$ cat config.mk
export PLATFORM = sky130hd
export DESIGN_NAME = nv12_quad_to_rgb_converter_unit
export DESIGN_NICKNAME = d
export VERILOG_FILES = /design/src/hdl/nv12q_pkg.sv /design/src/hdl/nv12q_to_rgb_converter_unit.sv /design/src/hdl/nv12q_position.sv /design/src/hdl/nv12q_convert.sv
export SDC_FILE = /design/constraint.sdc
export NUM_CORES = 1
export LEC_CHECK = 0
export ABC_CLOCK_PERIOD_IN_PS = 8800
export BUFFER_PORTS_ARGS = -buffer_cell sky130_fd_sc_hd__buf_4
export CAP_MARGIN = 25
export CORE_AREA = 5 5 173 175
export CTS_CLUSTER_SIZE = 16
export DETAILED_ROUTE_END_ITERATION = 12
export DIE_AREA = 0 0 178 180
export PLACE_DENSITY_LB_ADDON = 0.08
export SYNTH_ARGS = -nofsm -noshare
export SYNTH_HDL_FRONTEND = slang
export SYNTH_SLANG_ARGS = --single-unit
$ cat constraint.sdc
create_clock -name clk -period 8.8 [get_ports clk]
set_input_delay 1.76 -clock clk [delete_from_list [all_inputs] [get_ports clk]]
set_output_delay 1.76 -clock clk [all_outputs]
set_load 0.01 [all_outputs]
$ cat src/hdl/nv12q_pkg.sv
// Shared types and constants of the NV12 quad to RGB converter.
package nv12q_pkg;

    // Field widths fixed by the interface.
    localparam int CFG_WIDTH   = 13;
    localparam int COORD_WIDTH = 12;
    localparam int PIX_WIDTH   = 8;

    // Configuration register indexes.
    typedef enum logic [1:0] {
        CFG_FRAME_WIDTH  = 2'd0,
        CFG_FRAME_HEIGHT = 2'd1
    } cfg_index_t;

    localparam logic [CFG_WIDTH-1:0] FRAME_WIDTH_RESET  = 13'd1280;
    localparam logic [CFG_WIDTH-1:0] FRAME_HEIGHT_RESET = 13'd720;

    // Pixel index of the bottom-right pixel, the last one of a quad.
    localparam logic [1:0] PIX_LAST = 2'd3;

    // BT.601 studio-range coefficients and offsets.
    localparam logic signed [19:0] COEF_Y    = 20'sd298;
    localparam logic signed [19:0] COEF_R_CR = 20'sd408;
    localparam logic signed [19:0] COEF_G_CB = 20'sd100;
    localparam logic signed [19:0] COEF_G_CR = 20'sd208;
    localparam logic signed [19:0] COEF_B_CB = 20'sd516;
    localparam logic signed [19:0] LUMA_OFFSET   = 20'sd16;
    localparam logic signed [19:0] CHROMA_OFFSET = 20'sd128;
    localparam logic [PIX_WIDTH-1:0] CHANNEL_MAX = 8'd255;

    // Position of the quad in the frame, captured when it is accepted.
    typedef struct packed {
        logic [COORD_WIDTH-1:0] base_x;
        logic [COORD_WIDTH-1:0] base_y;
        logic                   frame_end;
    } quad_pos_t;

endpackage

$ cat src/hdl/nv12q_to_rgb_converter_unit.sv
// Top level of the NV12 quad to RGB converter.
//
// Input channel: one transfer carries a 2x2 quad of an NV12 frame, four luma
// samples and the shared Cb/Cr pair. Output channel: one transfer carries one
// RGB pixel with its coordinates and the quad and frame end flags; a quad
// gives four pixels in the order top-left, top-right, bottom-left,
// bottom-right.
// A quad is held in the quad register and its pixels are converted one at a
// time into the output register. The first pixel goes from the quad register
// into the output register; the other three follow one per cycle while the
// receiver takes them. The output port, one pixel per cycle, sets the sustained
// rate. The next quad is taken in the same cycle that the last pixel of the
// current quad moves into the output register, so there is no gap between
// quads.
// When the receiver stalls, the output register holds its pixel and the quad
// register holds its place; once the quad register is full the input
// channel stalls as well. Reset clears all valid flags and the quad counters
// and restores the frame size to 1280 by 720. The user must make frame size
// writes only while the block is idle; the block itself does not enforce this.
module nv12_quad_to_rgb_converter_unit
    import nv12q_pkg::*;
#(
    parameter int MAX_DIMENSION = 4096
)
(
    input  logic                   clk,
    input  logic                   rst_n,
    input  logic                   cfg_write_enable,
    input  logic [1:0]             cfg_index,
    input  logic [CFG_WIDTH-1:0]   cfg_data,
    input  logic                   in_valid,
    output logic                   in_stall,
    input  logic [PIX_WIDTH-1:0]   luma_top_left,
    input  logic [PIX_WIDTH-1:0]   luma_top_right,
    input  logic [PIX_WIDTH-1:0]   luma_bottom_left,
    input  logic [PIX_WIDTH-1:0]   luma_bottom_right,
    input  logic [PIX_WIDTH-1:0]   chroma_blue,
    input  logic [PIX_WIDTH-1:0]   chroma_red,
    output logic                   out_valid,
    input  logic                   out_stall,
    output logic [PIX_WIDTH-1:0]   red,
    output logic [PIX_WIDTH-1:0]   green,
    output logic [PIX_WIDTH-1:0]   blue,
    output logic [COORD_WIDTH-1:0] pixel_x,
    output logic [COORD_WIDTH-1:0] pixel_y,
    output logic                   last_of_quad,
    output logic                   end_of_frame
);

    // Handshake and sequencing.
    logic in_transfer;
    logic advance;
    logic load;
    logic quad_done;

    // Quad register: valid while pixels of the quad remain to be converted.
    logic                 quad_valid_reg;
    logic                 quad_valid_next;
    logic [1:0]           pix_idx_reg;
    logic [1:0]           pix_idx_next;
    logic [PIX_WIDTH-1:0] luma_reg [4];
    logic [PIX_WIDTH-1:0] cb_reg;
    logic [PIX_WIDTH-1:0] cr_reg;
    quad_pos_t            pos_reg;
    quad_pos_t            pos_now;

    // Current pixel.
    logic [PIX_WIDTH-1:0] luma_sel;
    logic [PIX_WIDTH-1:0] red_conv;
    logic [PIX_WIDTH-1:0] green_conv;
    logic [PIX_WIDTH-1:0] blue_conv;

    // Output register.
    logic                   out_valid_reg;
    logic                   out_valid_next;
    logic [PIX_WIDTH-1:0]   red_reg;
    logic [PIX_WIDTH-1:0]   green_reg;
    logic [PIX_WIDTH-1:0]   blue_reg;
    logic [COORD_WIDTH-1:0] pixel_x_reg;
    logic [COORD_WIDTH-1:0] pixel_y_reg;
    logic                   last_of_quad_reg;
    logic                   end_of_frame_reg;

    // The output register moves on when it is empty or its pixel leaves.
    assign advance     = !out_valid_reg || !out_stall;
    assign load        = advance && quad_valid_reg;
    assign quad_done   = load && (pix_idx_reg == PIX_LAST);
    assign in_stall    = quad_valid_reg && !quad_done;
    assign in_transfer = in_valid && !in_stall;

    nv12q_position #(
        .MAX_DIMENSION (MAX_DIMENSION)
    ) u_position (
        .clk              (clk),
        .rst_n            (rst_n),
        .cfg_write_enable (cfg_write_enable),
        .cfg_index        (cfg_index),
        .cfg_data         (cfg_data),
        .advance          (in_transfer),
        .pos              (pos_now)
    );

    always_comb
    begin
        quad_valid_next = quad_valid_reg;
        pix_idx_next    = pix_idx_reg;
        if (in_transfer)
        begin
            quad_valid_next = 1'b1;
            pix_idx_next    = '0;
        end
        else if (load)
        begin
            quad_valid_next = !quad_done;
            pix_idx_next    = pix_idx_reg + 1'b1;
        end
    end

    always_ff @(posedge clk or negedge rst_n)
    begin
        if (!rst_n)
        begin
            quad_valid_reg <= 1'b0;
            pix_idx_reg    <= '0;
        end
        else
        begin
            quad_valid_reg <= quad_valid_next;
            pix_idx_reg    <= pix_idx_next;
        end
    end

    // Quad payload is captured with the position counters as they stand
    // before this quad advances them.
    always_ff @(posedge clk)
    begin
        if (in_transfer)
        begin
            luma_reg[0] <= luma_top_left;
            luma_reg[1] <= luma_top_right;
            luma_reg[2] <= luma_bottom_left;
            luma_reg[3] <= luma_bottom_right;
            cb_reg      <= chroma_blue;
            cr_reg      <= chroma_red;
            pos_reg     <= pos_now;
        end
    end

    assign luma_sel = luma_reg[pix_idx_reg];

    nv12q_convert u_convert (
        .luma  (luma_sel),
        .cb    (cb_reg),
        .cr    (cr_reg),
        .red   (red_conv),
        .green (green_conv),
        .blue  (blue_conv)
    );

    assign out_valid_next = advance ? quad_valid_reg : out_valid_reg;

    always_ff @(posedge clk or negedge rst_n)
    begin
        if (!rst_n)
        begin
            out_valid_reg <= 1'b0;
        end
        else
        begin
            out_valid_reg <= out_valid_next;
        end
    end

    // The quad's base coordinates are even, so the pixel's offset within the
    // quad is simply ORed into the lowest bit.
    always_ff @(posedge clk)
    begin
        if (load)
        begin
            red_reg          <= red_conv;
            green_reg        <= green_conv;
            blue_reg         <= blue_conv;
            pixel_x_reg      <= pos_reg.base_x | COORD_WIDTH'(pix_idx_reg[0]);
            pixel_y_reg      <= pos_reg.base_y | COORD_WIDTH'(pix_idx_reg[1]);
            last_of_quad_reg <= (pix_idx_reg == PIX_LAST);
            end_of_frame_reg <= (pix_idx_reg == PIX_LAST) && pos_reg.frame_end;
        end
    end

    assign out_valid    = out_valid_reg;
    assign red          = red_reg;
    assign green        = green_reg;
    assign blue         = blue_reg;
    assign pixel_x      = pixel_x_reg;
    assign pixel_y      = pixel_y_reg;
    assign last_of_quad = last_of_quad_reg;
    assign end_of_frame = end_of_frame_reg;

`ifndef NO_ASSERTIONS
    // The frame end flag only ever marks the last pixel of a quad.
    a_eof_on_last: assert property (@(posedge clk) disable iff (!rst_n)
        out_valid |-> (!end_of_frame || last_of_quad))
        else $error("end_of_frame without last_of_quad");

    // The last pixel of a quad is its bottom-right pixel.
    a_last_is_bottom_right: assert property (@(posedge clk) disable iff (!rst_n)
        (out_valid && last_of_quad) |-> (pixel_x[0] && pixel_y[0]))
        else $error("last pixel of quad is not bottom-right");

    // Once a pixel other than the last leaves, the next pixel of the quad
    // follows straight away.
    a_quad_no_gap: assert property (@(posedge clk) disable iff (!rst_n)
        (out_valid && !out_stall && !last_of_quad) |=> out_valid)
        else $error("gap inside a quad");

    // A newly taken quad starts at its top-left pixel.
    a_new_quad_index: assert property (@(posedge clk) disable iff (!rst_n)
        in_transfer |=> (quad_valid_reg && pix_idx_reg == 2'd0))
        else $error("new quad does not start at first pixel");

    // With no quad held, the input side is never stalled.
    a_empty_no_stall: assert property (@(posedge clk) disable iff (!rst_n)
        !quad_valid_reg |-> !in_stall)
        else $error("input stalled while quad register empty");
`endif

endmodule

$ cat src/hdl/nv12q_position.sv
// Frame size registers and quad column/row counters.
module nv12q_position
    import nv12q_pkg::*;
#(
    parameter int MAX_DIMENSION = 4096
)
(
    input  logic                 clk,
    input  logic                 rst_n,
    input  logic                 cfg_write_enable,
    input  logic [1:0]           cfg_index,
    input  logic [CFG_WIDTH-1:0] cfg_data,
    input  logic                 advance,
    output quad_pos_t            pos
);

    localparam int CW = $clog2(MAX_DIMENSION / 2 + 1);
    localparam logic [13:0] MAX_EVEN = 14'((MAX_DIMENSION / 2) * 2);

    logic [CFG_WIDTH-1:0] frame_width_reg;
    logic [CFG_WIDTH-1:0] frame_height_reg;
    logic [CW-1:0]        quad_column_reg;
    logic [CW-1:0]        quad_column_next;
    logic [CW-1:0]        quad_row_reg;
    logic [CW-1:0]        quad_row_next;
    logic [13:0]          quads_per_row;
    logic [13:0]          quad_rows;
    logic                 row_end;
    logic                 last_row;
    logic [CW:0]          col_doubled;
    logic [CW:0]          row_doubled;

    // Dimension rounded down to even and held within 2..MAX_DIMENSION.
    function automatic logic [13:0] effective_dim(input logic [CFG_WIDTH-1:0] v);
        logic [13:0] d;
        d = {1'b0, v[CFG_WIDTH-1:1], 1'b0};
        if (d < 14'd2)
        begin
            d = 14'd2;
        end
        if (d > MAX_EVEN)
        begin
            d = MAX_EVEN;
        end
        return d;
    endfunction

    always_ff @(posedge clk or negedge rst_n)
    begin
        if (!rst_n)
        begin
            frame_width_reg  <= FRAME_WIDTH_RESET;
            frame_height_reg <= FRAME_HEIGHT_RESET;
        end
        else if (cfg_write_enable)
        begin
            unique case (cfg_index)
                CFG_FRAME_WIDTH:  frame_width_reg  <= cfg_data;
                CFG_FRAME_HEIGHT: frame_height_reg <= cfg_data;
                default:          ;
            endcase
        end
    end

    always_comb
    begin
        quads_per_row = effective_dim(frame_width_reg) >> 1;
        quad_rows     = effective_dim(frame_height_reg) >> 1;
        row_end  = (14'(quad_column_reg) + 14'd1) >= quads_per_row;
        last_row = (14'(quad_row_reg) + 14'd1) >= quad_rows;

        quad_column_next = quad_column_reg;
        quad_row_next    = quad_row_reg;
        if (advance)
        begin
            if (row_end)
            begin
                quad_column_next = '0;
                quad_row_next    = last_row ? '0 : quad_row_reg + 1'b1;
            end
            else
            begin
                quad_column_next = quad_column_reg + 1'b1;
            end
        end
    end

    always_ff @(posedge clk or negedge rst_n)
    begin
        if (!rst_n)
        begin
            quad_column_reg <= '0;
            quad_row_reg    <= '0;
        end
        else
        begin
            quad_column_reg <= quad_column_next;
            quad_row_reg    <= quad_row_next;
        end
    end

    // Pixel coordinates of the quad's top-left corner, kept to 12 bits.
    assign col_doubled    = {quad_column_reg, 1'b0};
    assign row_doubled    = {quad_row_reg, 1'b0};
    assign pos.base_x     = COORD_WIDTH'(col_doubled);
    assign pos.base_y     = COORD_WIDTH'(row_doubled);
    assign pos.frame_end  = row_end && last_row;

endmodule

$ cat src/hdl/nv12q_convert.sv
// Conversion of one luma sample and a chroma pair to clamped RGB.
module nv12q_convert
    import nv12q_pkg::*;
(
    input  logic [PIX_WIDTH-1:0] luma,
    input  logic [PIX_WIDTH-1:0] cb,
    input  logic [PIX_WIDTH-1:0] cr,
    output logic [PIX_WIDTH-1:0] red,
    output logic [PIX_WIDTH-1:0] green,
    output logic [PIX_WIDTH-1:0] blue
);

    logic signed [19:0] ey;
    logic signed [19:0] eb;
    logic signed [19:0] er;
    logic signed [19:0] red_sum;
    logic signed [19:0] green_sum;
    logic signed [19:0] blue_sum;

    // A negative sum truncates to zero or below, so it clamps to zero;
    // otherwise the quotient is a plain shift, clamped at the top.
    function automatic logic [PIX_WIDTH-1:0] clamp_channel(input logic signed [19:0] num);
        logic [11:0] q;
        q = num[19:8];
        if (num < 0)
        begin
            return '0;
        end
        else if (q > 12'(CHANNEL_MAX))
        begin
            return CHANNEL_MAX;
        end
        else
        begin
            return q[PIX_WIDTH-1:0];
        end
    endfunction

    always_comb
    begin
        ey = signed'(20'(luma)) - LUMA_OFFSET;
        eb = signed'(20'(cb)) - CHROMA_OFFSET;
        er = signed'(20'(cr)) - CHROMA_OFFSET;
        red_sum   = COEF_Y * ey + COEF_R_CR * er;
        green_sum = COEF_Y * ey - COEF_G_CB * eb - COEF_G_CR * er;
        blue_sum  = COEF_Y * ey + COEF_B_CB * eb;
    end

    assign red   = clamp_channel(red_sum);
    assign green = clamp_channel(green_sum);
    assign blue  = clamp_channel(blue_sum);

endmodule

==> run_results.csv <==
group,metric,value,unit
clock_network,cts_buffer_depth,2,
critical_path,critical_path.max_fanout,9,
layout,largest_reg_flops,32,
clock_network,clkLatencyLatePin,0.44,ns
yosys,syn_inst,1297,
sta,max_slew.worst_pin.slew,0.743,ns
detailed_routing,antenna_left,0,
yosys,postSynthAreaPerCell,10.6,um^2
sta,post-route-period-util,0.927,
clock_network,clock_sinks,173,
sta,timing.final.max_slew_violations,0,
yosys,yosys.area_share.simple,0.0896,
yosys,ys.flop_type,"edfxtp_1",
yosys,syn_nets,1635,
detailed_routing,drtPass1Iterations,4,
critical_path,cp_top_family,"adder cells",
yosys,synth_edf_count,121,
yosys,synth-seq-cells,173,
grt,grt_pass1_vias,9482,
layout,drive_gt1_frac,0.151,
sta,tns,0,ns
critical_path,path_buf_inv,4,
detailed_routing,drtIter0Drc,411,
placed_design,place_area,15200,um^2
grt,overflow,0,
critical_path,reg2reg_depth,29,
yosys,seq_area_frac_synth,0.358,
sta,hold_viol_final,0,
layout,nets,1768,
clock_network,clkTransAtPathRegs,0.08,ns
sta,period_minus_slack,8.16,ns
grt,grt_pass1_wl,47500,um
yosys,yosysMostFrequentCell,"ha_1",
detailed_routing,vias,9515,
sta,slew_headroom,0.501,
yosys,syn_area,13800,um^2
placed_design,gp_congestion,0.809,
yosys,yosysTopAreaCellShare,0.263,
critical_path,cp-end-kind,"flip-flop",
worst_hold_path,hold_depth,0,
clock_network,root_buffer,"clkbuf_16",
layout,syn_to_final_growth,14.7,%
critical_path,crit_top_cell,"ha_1",
layout,fillerInstances,2537,
die,die-area,32000,um^2
grt,grt_antenna_before_repair,0,
run_status,status,"completed",
critical_path,cp_slowest_stage_delay,0.69,ns
grt,grt_max_degree,87,
placed_design,place_hpwl,23000,um
detailed_routing,wl,28900,um
sta,fmax,123,MHz
yosys,synthMuxAreaShare,0.0365,
yosys,synth_fa_ha_area_frac,0.275,
die,initial_core_util,0.488,
die,io_pins,120,
layout,stdcell_area,15800,um^2
detailed_routing,drc_errors,0,
yosys,synth_common_cells,"ha_1 (214), inv_1 (203), edfxtp_1 (121), nand2_1 (73), o21ai_0 (65)",
flow_run,max-cap-violations,0,
sta,rsz0062_at_grt,"no",
layout,final_util,0.560,
critical_path,cp_num_cells,29,
yosys,yosysTopAreaCell,"edfxtp_1",
layout,diodes,0,
worst_hold_path,hold_path.class,"flip-flop to flip-flop",
yosys,synth_area_leaders,"edfxtp_1 (26%), ha_1 (19%), dfrtp_1 (8.3%)",
clock_network,hold_buffers,0,
critical_path,arrival,8.32,ns
clock_network,cts_tree,"built",
critical_path,critical_path_class,"flip-flop to flip-flop",
detailed_routing,wl_per_cell,15.8,um
yosys,synth_compound_area_frac,0.118,
die,die_x,178,um
critical_path,slowest_stage,"mux4_1",
die,rows,62,
clock_network,numCtsBuffers,17,
sta,final-setup-viol-count,0,
yosys,async_reset_ff_frac,0.301,
yosys,synth-xor-area-share,0.0613,
critical_path,cp-start-kind,"flip-flop",
detailed_routing,vias_per_cell,5.21,
grt,grt_util_all_layers,0.186,
placed_design,io_buffers,118,
critical_path,crit_required,8.96,ns
yosys,synth_warnings,0,
clock_network,cts.htree.levels,4,
die,fp.coreArea,28300,um^2
yosys,ys_types,67,
die,fp.dieH,180,um
yosys,synth_top_family_by_area,"adder cells",
sta,fin_worst_skew,0.0166,ns
what timing repair did:
| action | in CTS | in global routing |
|---|---|---|
| hold endpoints to repair | 0 | 0 |
| resized for setup | 0 | 3 |
| setup buffers | 0 | 0 |
| setup endpoints to repair | 0 | 8 |
area by class of cell:
type	count	area [um^2]	share of cell area
clock buffers	17	425	0.0269
multi-input cells	904	8040	0.507
flip-flops and latches	173	4940	0.312
well taps	384	480	0.0303
clock inverters	15	190	0.0120
repair buffers	131	1000	0.0633
inverters	203	763	0.0482
routing by layer:
layer / vias to the layer above / track usage / routed length (um)
li1: 4831 / - / -
met1: 4549 / 0.244 / 13200
met2: 114 / 0.325 / 14600
met3: 21 / 0.0252 / 621
met4: 0 / 0.0418 / 406
met5: - / 0 / 0
worst register-to-register path: cells and delay by family (launching register included):
kind	cells	cell delay [ns]
xor gates and xnor gates	1	0.27
muxes	2	0.89
and+or+nand+nor	2	0.65
DFF	1	0.59
adders and majority gates	8	2.65
buffers and inverters	4	0.47
AOI/OAI and AO/OA	12	2.39
placed cells by master, fill, tap and decap left out, types with 17 or more instances in the layout:
cell type,n
nand2_1,73
a21o_1,21
buf_4,130
inv_1,201
nor3_1,22
o21a_1,18
a21oi_1,57
nand3_1,26
fa_1,56
mux2_2,25
edfxtp_1,121
xor2_1,31
dfrtp_1,46
o21ai_0,65
ha_1,214
nor2_1,60
xnor2_1,54
clkbuf_16,17
cell families after synthesis:
kind of cell,after synthesis
xor gates and xnor gates,91
buffers and inverters,220
AOI/OAI and AO/OA,253
and+or+nand+nor,255
DFF,173
muxes,35
adders and majority gates,270
worst paths after layout:
path	startpoint	endpoint	slack [ns]
worst max register to register	pix_idx_reg[0]	red[2]	0.64
worst min register to register	pos_reg[20]	pixel_x[7]	0.42
min in group asynchronous	rst_n	u_position.quad_column_reg[10]	1.35
max in group asynchronous	rst_n	u_position.quad_row_reg[9]	6.97
worst min-delay path	pos_reg[20]	pixel_x[7]	0.42
worst max-delay path	pix_idx_reg[0]	red[2]	0.64
through the flow:
stage / instances / worst slack, ns / hold WS, ns
2_1_floorplan: 1297 / 1.72 / 0.400
3_3_place_gp: 1794 / 0.683 / 0.402
3_5_place_dp: 1794 / 0.603 / 0.406
4_1_cts: 1826 / 0.553 / 0.422
5_1_grt: 1827 / 0.000959 / 0.429
6_report: 1827 / 0.640 / 0.425
Power is not shown: default switching activity piles up to over one toggle a cycle in this logic, so the estimate is an artifact.
